===== src/mabl_pkg.sv =====
// Shared types, codes and widths for the blocked approximate pattern matcher.
package mabl_pkg;

    // Width of a block score; scores wrap at this width
    localparam int SCORE_W = 10;
    // Width of an effective pattern length (up to 64 bits times 16 blocks)
    localparam int LEN_W = 11;
    // Widths of the configuration port
    localparam int CFG_IDX_W = 1;
    localparam int CFG_DATA_W = 9;

    // Defaults for the top-level parameters
    localparam int WORD_BITS_DEF = 64;
    localparam int BLOCKS_DEF = 4;
    localparam int SYMBOLS_DEF = 256;

    // Configuration register indexes
    typedef enum logic [CFG_IDX_W-1:0] {
        REG_PATTERN_LENGTH = 1'b0,
        REG_MAX_ERRORS     = 1'b1
    } cfg_reg_t;

    // Request operation codes; the spare code is ignored
    typedef enum logic [1:0] {
        OP_LOAD    = 2'd0,
        OP_RESTART = 2'd1,
        OP_TEXT    = 2'd2,
        OP_SPARE   = 2'd3
    } op_t;

    // Commands broadcast from the sequencer to the cells
    typedef enum logic [1:0] {
        CMD_NONE    = 2'd0,
        CMD_STEP    = 2'd1,
        CMD_RESTART = 2'd2,
        CMD_CUT     = 2'd3
    } cell_cmd_t;

    // Horizontal delta carried from one cell to its neighbor
    typedef struct packed {
        logic pc;
        logic mc;
    } carry_t;

    // Broadcast control bundle for the row of cells
    typedef struct packed {
        cell_cmd_t            cmd;
        logic                 pc_cut;
        logic                 mc_cut;
        logic [SCORE_W-1:0]   cut_score;
        logic                 short_pat;
        logic [LEN_W-1:0]     pat_len;
    } cell_ctl_t;

endpackage


===== src/mabl_cell.sv =====
// One block cell: holds the delta vectors and score of one pattern word.
module mabl_cell #(
    parameter int WORD_BITS = mabl_pkg::WORD_BITS_DEF,
    parameter int IDX = 0
) (
    input  logic                           clk,
    input  logic                           rst_n,
    input  mabl_pkg::cell_ctl_t            ctl,
    input  logic                           sel,
    input  logic [$clog2(WORD_BITS)-1:0]   shift,
    input  logic [WORD_BITS-1:0]           eq,
    input  mabl_pkg::carry_t               carry_in,
    output mabl_pkg::carry_t               carry_out,
    output logic [mabl_pkg::SCORE_W-1:0]   score
);
    import mabl_pkg::*;

    localparam int W = WORD_BITS;

    logic [W-1:0]       pv_reg, pv_next;
    logic [W-1:0]       mv_reg, mv_next;
    logic [SCORE_W-1:0] score_reg, score_next;
    carry_t             carry_reg, carry_next;

    logic [W-1:0] y, x, u2, ph, mh, y2;

    // Column update of one word
    always_comb
    begin
        y  = eq | {{(W-1){1'b0}}, carry_in.mc};
        x  = (((y & pv_reg) + pv_reg) ^ pv_reg) | y;
        u2 = eq | mv_reg;
        ph = mv_reg | ~(x | pv_reg);
        mh = pv_reg & x;
        y2 = {ph[W-2:0], carry_in.pc};
    end

    // Select the next state by command
    always_comb
    begin
        pv_next    = pv_reg;
        mv_next    = mv_reg;
        score_next = score_reg;
        carry_next = carry_reg;
        case (ctl.cmd)
            CMD_RESTART:
            begin
                pv_next = '1;
                mv_next = '0;
                if (ctl.short_pat && (IDX == 0))
                begin
                    score_next = SCORE_W'(ctl.pat_len);
                end
                else
                begin
                    score_next = SCORE_W'((IDX + 1) * W);
                end
            end
            CMD_STEP:
            begin
                if (sel)
                begin
                    pv_next = {mh[W-2:0], 1'b0} | {{(W-1){1'b0}}, carry_in.mc} | ~(u2 | y2);
                    mv_next = y2 & u2;
                    carry_next.pc = ph[shift];
                    carry_next.mc = mh[shift];
                    score_next = score_reg + SCORE_W'(ph[shift]) - SCORE_W'(mh[shift]);
                end
            end
            CMD_CUT:
            begin
                if (sel)
                begin
                    pv_next = {{(W-1){1'b1}}, ctl.mc_cut};
                    mv_next = {{(W-1){1'b0}}, ctl.pc_cut};
                    score_next = ctl.cut_score;
                end
            end
            default:
            begin
            end
        endcase
    end

    // Hold the block state
    always_ff @(posedge clk or negedge rst_n)
    begin
        if (!rst_n)
        begin
            pv_reg    <= '1;
            mv_reg    <= '0;
            score_reg <= SCORE_W'((IDX + 1) * W);
            carry_reg <= '0;
        end
        else
        begin
            pv_reg    <= pv_next;
            mv_reg    <= mv_next;
            score_reg <= score_next;
            carry_reg <= carry_next;
        end
    end

    assign carry_out = carry_reg;
    assign score     = score_reg;

endmodule


===== config.mk =====
export PLATFORM = sky130hd
export DESIGN_NAME = mabl_cell
export DESIGN_NICKNAME = d
export VERILOG_FILES = /design/src/mabl_pkg.sv /design/src/mabl_cell.sv
export SDC_FILE = /design/constraint.sdc
export NUM_CORES = 1
export LEC_CHECK = 0
export BUFFER_PORTS_ARGS = -buffer_cell sky130_fd_sc_hd__buf_2
export CAP_MARGIN = 20
export CORE_ASPECT_RATIO = 0.9
export CORE_MARGIN = 3
export CORE_UTILIZATION = 30
export DETAILED_ROUTE_END_ITERATION = 10
export PLACE_DENSITY_LB_ADDON = 0.25
export SKIP_CTS_REPAIR_TIMING = 1
export SLEW_MARGIN = 10
export SYNTH_ARGS = -nofsm -noshare
export SYNTH_HDL_FRONTEND = slang
export SYNTH_SLANG_ARGS = --single-unit

===== constraint.sdc =====
create_clock -name clk -period 10.16 [get_ports clk]
set_input_delay 0.508 -clock clk [delete_from_list [all_inputs] [get_ports clk]]
set_output_delay 0.508 -clock clk [all_outputs]
set_load 0.01 [all_outputs]

Word level (Yosys, flattened, before mapping)
Index checks and enable logic that the tools add are counted.
Word-level totals
  register bits after elaboration: 140
  input port bits: 101
  output and inout port bits: 12
  word-level logic and storage cells: 45
Cells by class
  add/subtract/negate cells: 3
  order comparisons: 1
  equality and inequality tests: 5
  multiplexer cells: 14
  bitwise gates (word level): 14
  reduce and logical (&&, ||, !) cells: 3
Operators by type and width (number)
  OR 64 bit: 6
  case mux 64 bit (3 select lines): 2
  two-way mux 64 bit: 4
  AND 64 bit: 3
  inverter 64 bit: 2
  OR 64 x 1 -> 64 bit: 2
  adder 64 bit: 1
  XOR 64 bit: 1
  two-way mux 10 bit: 3
  case mux 10 bit (3 select lines): 1
  binary-select mux 1 bit (select 6 bit): 2
  adder 10 x 1 -> 10 bit: 1
  subtractor 10 x 1 -> 10 bit: 1
  < comparator 6 x 7 -> 1 bit, second input constant: 1
  equality test 2 bit, second input constant: 2
  inequality test 2 bit, second input constant: 2
  AND reduction 3 bit: 1
  nonzero test 3 bit: 1
  equality test 2 x 1 -> 1 bit, second input constant: 1
  two-way mux 1 bit: 2
  AND reduction 2 bit: 1

Depth between registers and ports, before layout
Gate-level depths: netlist of the first run.
  word-level depth: 14
  mapped depth: 28
  depth with buffers taken out: 28

Worst setup path before layout of the first run
Ideal clock, no wire load.
  kind: input to register
  start: input eq[0]
  end: register score_reg[9] (netlist: score[9])
  setup time: 121 ps
  arrival: 5391 ps
  data required time: 10039 ps
  path slack: 4648 ps
  stages: 28
  path buffers: 0
  path through: o21ai_0 -> inv_1 -> ha_1 -> a211o_1 -> a21oi_1 -> o41ai_4 -> o211ai_1 -> a21oi_2 -> o41ai_1 -> a221oi_1 -> o211a_1 -> o32ai_1 -> o211ai_1 -> nor2b_1 -> ha_1 -> inv_1 -> ha_1 -> a21o_1 -> a21oi_1 -> o21bai_1 -> a21oi_1 -> o21bai_1 -> a21oi_1 -> o21ai_0 -> xnor2_1 -> a22oi_1 -> a21oi_1 -> a22o_1
Between the ends
  cells in the longest elaborated chain, start to end: 14
  elaborated cells on any way between the ends: 17
  those cells by class: add/sub: 3; mux: 6; bitwise: 8
Ends and longest elaborated chain
  start, declared: RTL line mabl_cell.sv:11  | input logic [WORD_BITS-1:0] eq,
  OR 64 x 1 -> 64 bit (*): RTL line mabl_cell.sv:30  | y = eq | {{(W-1){1'b0}}, carry_in.mc};
  AND 64 bit: RTL line mabl_cell.sv:31  | x = (((y & pv_reg) + pv_reg) ^ pv_reg) | y;
  adder 64 bit: RTL line mabl_cell.sv:31
  XOR 64 bit: RTL line mabl_cell.sv:31
  OR 64 bit (*): RTL line mabl_cell.sv:31
  OR 64 bit: RTL line mabl_cell.sv:33  | ph = mv_reg | ~(x | pv_reg);
  inverter 64 bit: RTL line mabl_cell.sv:33
  OR 64 bit: RTL line mabl_cell.sv:33
  binary-select mux 1 bit (select 6 bit): RTL line mabl_cell.sv:67  | score_next = score_reg + SCORE_W'(ph[shift]) - SCORE_W'(mh[shift]);
  two-way mux 1 bit (not written as such): RTL line mabl_cell.sv:67
  adder 10 x 1 -> 10 bit: RTL line mabl_cell.sv:67
  subtractor 10 x 1 -> 10 bit (*): RTL line mabl_cell.sv:67
  two-way mux 10 bit (*): RTL line mabl_cell.sv:61  | if (sel)
  case mux 10 bit (3 select lines) (*): RTL line mabl_cell.sv:45  | case (ctl.cmd)
  end signal, assigned: RTL line mabl_cell.sv:92  | score_reg <= SCORE_W'((IDX + 1) * W);
  end signal, assigned: RTL line mabl_cell.sv:99  | score_reg <= score_next;
  end, declared: RTL line mabl_cell.sv:22  | logic [SCORE_W-1:0] score_reg, score_next;
Mark *: on every way between the ends. The rest lies on a longest branch, timed or not. The select of a mux whose other input is x is not followed.
A chain may end at the register's enable or synchronous reset.

Worst setup path after layout of the first run
  start: register pv_reg[8]
  end: register score_reg[9] (netlist: score[9])
Between the ends
  cells in the longest elaborated chain, start to end: 13
  elaborated cells on any way between the ends: 16
  those cells by class: add/sub: 3; mux: 6; bitwise: 7
Ends and longest elaborated chain
  start, declared: RTL line mabl_cell.sv:20  | logic [W-1:0] pv_reg, pv_next;
  start signal, assigned: RTL line mabl_cell.sv:97  | pv_reg <= pv_next;
  AND 64 bit: RTL line mabl_cell.sv:31
  adder 64 bit: RTL line mabl_cell.sv:31
  XOR 64 bit: RTL line mabl_cell.sv:31
  OR 64 bit: RTL line mabl_cell.sv:31
  OR 64 bit: RTL line mabl_cell.sv:33
  inverter 64 bit: RTL line mabl_cell.sv:33
  OR 64 bit: RTL line mabl_cell.sv:33
  binary-select mux 1 bit (select 6 bit): RTL line mabl_cell.sv:67
  two-way mux 1 bit (not written as such): RTL line mabl_cell.sv:67
  adder 10 x 1 -> 10 bit: RTL line mabl_cell.sv:67
  subtractor 10 x 1 -> 10 bit (*): RTL line mabl_cell.sv:67
  two-way mux 10 bit (*): RTL line mabl_cell.sv:61
  case mux 10 bit (3 select lines) (*): RTL line mabl_cell.sv:45
Marked as above.

==> results.py, run 1 <==
metrics = {
    "routing": {
        "wl_per_cell_um": 24.5,
        "firstDrtPassIters": 6,
        "vias_per_cell": 6.31,
        "num_vias": 16172,
        "drtIter0Drc": 1861,
        "ant_nets": 0,
        "wl_um": 62700,
        "drc": 0,
    },
    "global_route": {
        "grt_pass1_vias": 15008,
        "grtUsageTotal": 0.247,
        "grt_pass1_wl_um": 95600,
        "grt_max_degree": 93,
        "antenna_found_initial": 4,
        "gr-total-overflow": 0,
    },
    "power": {
        "p_leak_nw": 6.27,
        "ir_drop_mv": 0.123,
        "powerDensity_nw_per_um2": 112,
    },
    "timing": {
        "finalCriticalPeriod_ns": 6.97,
        "worst-slew-pin-transition_ns": 0.978,
        "max_freq_mhz": 143,
        "rsz0062_at_grt": "no",
        "fin_skew_ns": 0.0199,
        "hold_viol_final": 0,
        "finalSetupViolCount": 0,
        "max-slew-margin-rel": 0.339,
        "min_period_over_period": 0.686,
        "fin_tns_setup_ns": 0,
        "finalMaxSlewViolations": 0,
    },
    "synth": {
        "synth_seq_cells": 140,
        "synth_cell_types": 105,
        "syn-num-nets": 2038,
        "ys_seq_area_frac": 0.253,
        "synth_top_area_cell": "dfrtp_1",
        "synth_edf_count": 0,
        "synth.area.top_cells": "dfrtp_1 (13%), dfstp_2 (12%), a21oi_1 (6.9%)",
        "yosys_warnings": 0,
        "synth_async_sr_flop_share": 1.00,
        "synthCells": 1925,
        "yosys.area.top_type_share": 0.133,
        "syn_avg_cell_area_sq_um": 7.36,
        "synth_area_sq_um": 14200,
        "dominantRegCellSynth": "dfrtp_1",
    },
    "cts": {
        "clkTransAtPathRegs_ns": 0.07,
        "cts_tree": "built",
        "cts-root-buf": "clkbuf_16",
        "htree_levels": 4,
        "ctsLongestPathBuffers": 2,
        "numCtsBuffers": 17,
        "clkLatencyLatePin_ns": 0.47,
        "numClockSinks": 140,
    },
    "place": {
        "portBuffers": 111,
        "gp_congestion": 1.01,
        "dp_hpwl_um": 47000,
    },
    "min_path": {
        "hold_path_class": "input pin to asynchronous set/reset pin",
    },
    "critical_path": {
        "setup.worst_path.start_class": "flop",
        "crit_fanout": 11,
        "worstPathArrival_ns": 7.33,
        "worstPathRequired_ns": 10.52,
        "endpoint_kind": "flop",
        "critPathKind": "flop to flop",
    },
    "die": {
        "io_pins": 113,
        "rows": 74,
        "start_util": 0.308,
        "die_w_um": 235,
        "coreArea_sq_um": 46000,
        "die_h_um": 212,
        "dieArea_sq_um": 49900,
    },
    "finish": {
        "drive_above_1_share": 0.153,
        "fin_util": 0.343,
        "fin_nets": 2049,
        "syn_to_final_growth_pct": 11.3,
        "fill_cells": 4850,
    },
    "run": {
        "drv_cap": 0,
    },
    "status": {
        "outcome": "complete, no violations",
    },
}
==> cell families (layout without fill, tap and decap cells) <==
family | after synthesis | in the layout | synth area share
compound gates | 736 | 736 | 0.367
xor+xnor | 6 | 6 | 0.00371
fa+ha+maj | 31 | 31 | 0.0246
buf+inv | 235 | 259 | 0.0643
flops | 140 | 140 | 0.253
mux | 5 | 5 | 0.00459
other cells | 0 | 4 | 0
simple gates | 772 | 772 | 0.283
==> power breakdown <==
part           internal, mW  switching [mW]  leakage [nW]
sequential            0.578          0.0225          1.70
combinational         0.162           0.305          4.26
clock                 0.417           0.276         0.307
total                  1.16           0.604          6.27
==> cell usage in the layout (no fill, tap or decap), types with 22 or more instances in the layout <==
master	instances
nor2_1	205
a21oi_1	196
nand2_1	176
buf_2	110
o21ai_0	102
inv_1	89
nor3_1	79
dfrtp_1	75
dfstp_2	65
nand3_1	58
a31oi_1	38
a21o_1	36
o22a_1	28
o211ai_1	28
o31ai_1	26
nor2b_1	23
nor4bb_1	23
and2_1	23
nand4_1	22
or3_1	22
==> per-layer routing <==
metal,track usage,routed length [um],vias to the layer above
met5,0,23,-
met4,0.0730,1420,4
met3,0.0538,5660,95
met2,0.372,27100,775
met1,0.354,28500,7954
li1,-,-,7344
==> worst max-delay path: stages, from the launching register on <==
cell and delay (ns):
dfstp_2 0.64, nand3b_1 0.21, nor4_1 0.65, nor2_1 0.20, o311ai_0 0.89, a211oi_2 0.35, a31oi_1 0.38, a22oi_1 0.13
o211ai_1 0.24, a221oi_1 0.19, o211ai_1 0.28, nor2b_1 0.32, ha_1 0.21, inv_1 0.07, ha_1 0.27, a21o_1 0.16
a21oi_1 0.23, o21bai_1 0.10, a21oi_1 0.22, o21bai_1 0.09, a21oi_1 0.23, o21ai_0 0.17, xnor2_1 0.17, a22oi_1 0.15
a21oi_1 0.09, a22o_1 0.23
==> path summary, 6_finish.rpt <==
check                                       start                     end  slack, ns  cells after the start
min                                         rst_n  mv_reg[15]$_DFFE_PN0P_       0.07                      1
min in group clk                           ctl[0]    score[0]$_DFFE_PN0P_       0.31                      3
max reg2reg                 pv_reg[8]$_DFFE_PN1P_    score[9]$_DFFE_PN0P_       3.19                     25
max                         pv_reg[8]$_DFFE_PN1P_    score[9]$_DFFE_PN0P_       3.19                     25
max in group asynchronous                   rst_n  mv_reg[49]$_DFFE_PN0P_       8.75                      2
min reg2reg                mv_reg[21]$_DFFE_PN0P_  mv_reg[21]$_DFFE_PN0P_       0.51                      2
==> metrics by stage <==
stage	cells	instance area [sq um]	total power, mW	worst slack (ns)	hold slack [ns]
after floorplan	1925	14200	0.891	4.65	0.212
after global placement	2522	15100	1.06	3.07	0.490
after detailed placement	2522	15100	1.06	2.93	0.504
after CTS	2554	15700	1.77	3.37	0.0910
after global routing	2557	15800	1.84	2.82	0.126
final	2561	15800	1.76	3.19	0.0682
==> synthesized netlist by cell type, types with 9 or more instances <==
library cell / n
nor2_1: 205
a21oi_1: 196
nand2_1: 178
clkbuf_1: 124
o21ai_0: 102
inv_1: 89
nor3_1: 79
dfrtp_1: 75
dfstp_2: 65
nand3_1: 58
a31oi_1: 38
a21o_1: 36
o211ai_1: 28
o22a_1: 28
o31ai_1: 26
and2_1: 25
nor2b_1: 23
nor4bb_1: 23
nand4_1: 22
or3_1: 22
a22o_1: 21
nand2b_1: 21
nor4_1: 21
o21a_1: 20
maj3_1: 19
and3_1: 17
o221ai_1: 16
a211o_1: 15
a211oi_1: 14
o22ai_1: 13
a32oi_1: 12
ha_1: 11
o21bai_1: 11
or2_2: 11
and4_1: 10
and4bb_2: 10
buf_2: 10
o31a_1: 10
a221oi_1: 9
==> cell type report <==
cell class	instances	area (sq um)	area share
Clock inverter	14	190	0.0121
Inverter	92	345	0.0219
Tap cell	608	761	0.0482
Clock buffer	18	439	0.0279
Multi-Input combinational cell	1550	9680	0.614
Sequential cell	140	3580	0.227
Antenna cell	4	10.0	0.000635
Timing Repair Buffer	135	757	0.0480
(Power assumes the default switching activity.)
==> run 2: changes to the inputs <==
Clock period 10.16 ns to 5.8 ns, I/O delays scaled along.
==> run 2 against run 1 <==
The run now ends with setup timing left; final cell count up 15%; total power up 88%; routed wire length up 14%; combinational power up 130%; largest cell class unchanged.
==> results.py, run 2 (synthesis results as in run 1) <==
metrics = {
    "timing": {
        "fin_tns_setup_ns": -0.0450,
        "finalMaxSlewViolations": 0,
        "min_period_over_period": 1.01,
        "fin_skew_ns": 0.0161,
        "max-slew-margin-rel": 0.387,
        "rsz0062_at_grt": "yes",
        "hold_viol_final": 0,
        "finalCriticalPeriod_ns": 5.84,
        "fin_ws_ns": -0.0450,
        "finalSetupViolCount": 1,
        "max_freq_mhz": 171,
        "worst-slew-pin-transition_ns": 0.920,
    },
    "critical_path": {
        "worstPathRequired_ns": 6.22,
        "critPathKind": "flop to flop",
        "slowest_delay_ns": 0.53,
        "critPathSlowestCell": "o41a_1",
        "crit_fanout": 6,
        "setup.worst_path.start_class": "flop",
        "reg2reg_depth": 25,
        "endpoint_kind": "flop",
        "worstPathArrival_ns": 6.26,
    },
    "global_route": {
        "grt_pass1_wl_um": 108000,
        "antenna_found_initial": 1,
        "gr-total-overflow": 0,
        "grt_pass1_vias": 16871,
        "grtUsageTotal": 0.280,
        "grt_max_degree": 93,
    },
    "status": {
        "outcome": "finished, violations left",
        "violations": "setup timing",
    },
    "cts": {
        "clkLatencyLatePin_ns": 0.50,
        "cts_tree": "built",
        "cts-root-buf": "clkbuf_16",
        "ctsLongestPathBuffers": 2,
        "numCtsBuffers": 17,
        "htree_levels": 4,
        "numClockSinks": 140,
        "clkTransAtPathRegs_ns": 0.07,
    },
    "power": {
        "powerDensity_nw_per_um2": 174,
        "p_leak_nw": 8.19,
        "ir_drop_mv": 0.236,
    },
    "run": {
        "drv_cap": 0,
    },
    "routing": {
        "drtIter0Drc": 1833,
        "vias_per_cell": 6.04,
        "wl_um": 71300,
        "firstDrtPassIters": 6,
        "wl_per_cell_um": 24.2,
        "drc": 0,
        "num_vias": 17783,
        "ant_nets": 0,
    },
    "place": {
        "pre_cts_ws_ns": -0.542,
        "portBuffers": 111,
        "dp_hpwl_um": 55900,
        "gp_congestion": 0.999,
    },
    "die": {
        "die_h_um": 212,
        "dieArea_sq_um": 49900,
        "rows": 74,
        "start_util": 0.308,
        "io_pins": 113,
        "die_w_um": 235,
        "coreArea_sq_um": 46000,
    },
    "finish": {
        "drive_above_1_share": 0.321,
        "fin_nets": 2438,
        "fill_cells": 4735,
        "diodes": 0,
        "final_cell_mix": "buf_4 (409), nor2_1 (201), a21oi_1 (187), nand2_1 (176), buf_2 (110)",
        "syn_to_final_growth_pct": 34.9,
        "layout_commonest_cell": "buf_4",
    },
    "min_path": {
        "hold_path_class": "input pin to flop",
        "hold_path_depth": 3,
    },
}
[run 2: through the flow]
step / cell area [sq um] / power (mW) / hold slack, ns / std cells / utilization
CTS: 18600 / 3.26 / -0.153 / 2931 / 0.403
detailed placement: 17900 / 2.04 / 0.385 / 2899 / 0.390
finish: 19100 / 3.32 / 0.0608 / 2946 / 0.415
global placement: 17900 / 2.03 / 0.386 / 2899 / 0.390
global route: 19100 / 3.46 / 0.0523 / 2946 / 0.415
floorplan: 14200 / 1.56 / -0.00559 / 1925 / -
[run 2: final timing paths]
kind,startpoint,end,slack (ns)
worst min register to register,mv_reg[1]$_DFFE_PN0P_,mv_reg[1]$_DFFE_PN0P_,0.53
max in group asynchronous,rst_n,mv_reg[14]$_DFFE_PN0P_,4.05
min in group asynchronous,rst_n,mv_reg[15]$_DFFE_PN0P_,0.39
worst min-delay path,carry_in[1],mv_reg[0]$_DFFE_PN0P_,0.06
worst max-delay path,pv_reg[6]$_DFFE_PN1P_,score[8]$_DFFE_PN0P_,-0.04
worst max register to register,pv_reg[6]$_DFFE_PN1P_,score[8]$_DFFE_PN0P_,-0.04
[run 2: routing by layer]
| metal | wire (um) | share of wire | GRT usage | vias up |
|---|---|---|---|---|
| met4 | 1280 | 0.018 | 0.0654 | 0 |
| met1 | 32900 | 0.46 | 0.405 | 8735 |
| met3 | 5610 | 0.079 | 0.0493 | 87 |
| met5 | 0 | 0 | 0 | - |
| met2 | 31500 | 0.44 | 0.436 | 840 |
| li1 | - | - | - | 8121 |
[run 2: critical path: cells and delay by family (launching register included)]
kind                       cells  cell delay, ns
and+or+nand+nor                6            1.16
buffers and inverters          1            0.04
xor gates and xnor gates       1            0.12
DFF                            1            0.52
adders and majority gates      3            0.64
AOI/OAI and AO/OA             14            3.25
[run 2: power breakdown]
group | total, mW | switching [mW] | leakage (nW) | internal [mW]
sequential | 1.05 | 0.0368 | 1.70 | 1.01
clock | 1.19 | 0.504 | 0.290 | 0.688
combinational | 1.07 | 0.625 | 6.20 | 0.450
[run 2: layout make-up]
| class | count | area, sq um | share of cell area |
|---|---|---|---|
| multi-input cells | 1550 | 10100 | 0.529 |
| repair buffers | 524 | 3710 | 0.194 |
| flip-flops and latches | 140 | 3580 | 0.188 |
| well taps | 608 | 761 | 0.0398 |
| clock buffers | 19 | 443 | 0.0232 |
| inverters | 92 | 345 | 0.0181 |
| clock inverters | 13 | 166 | 0.00871 |
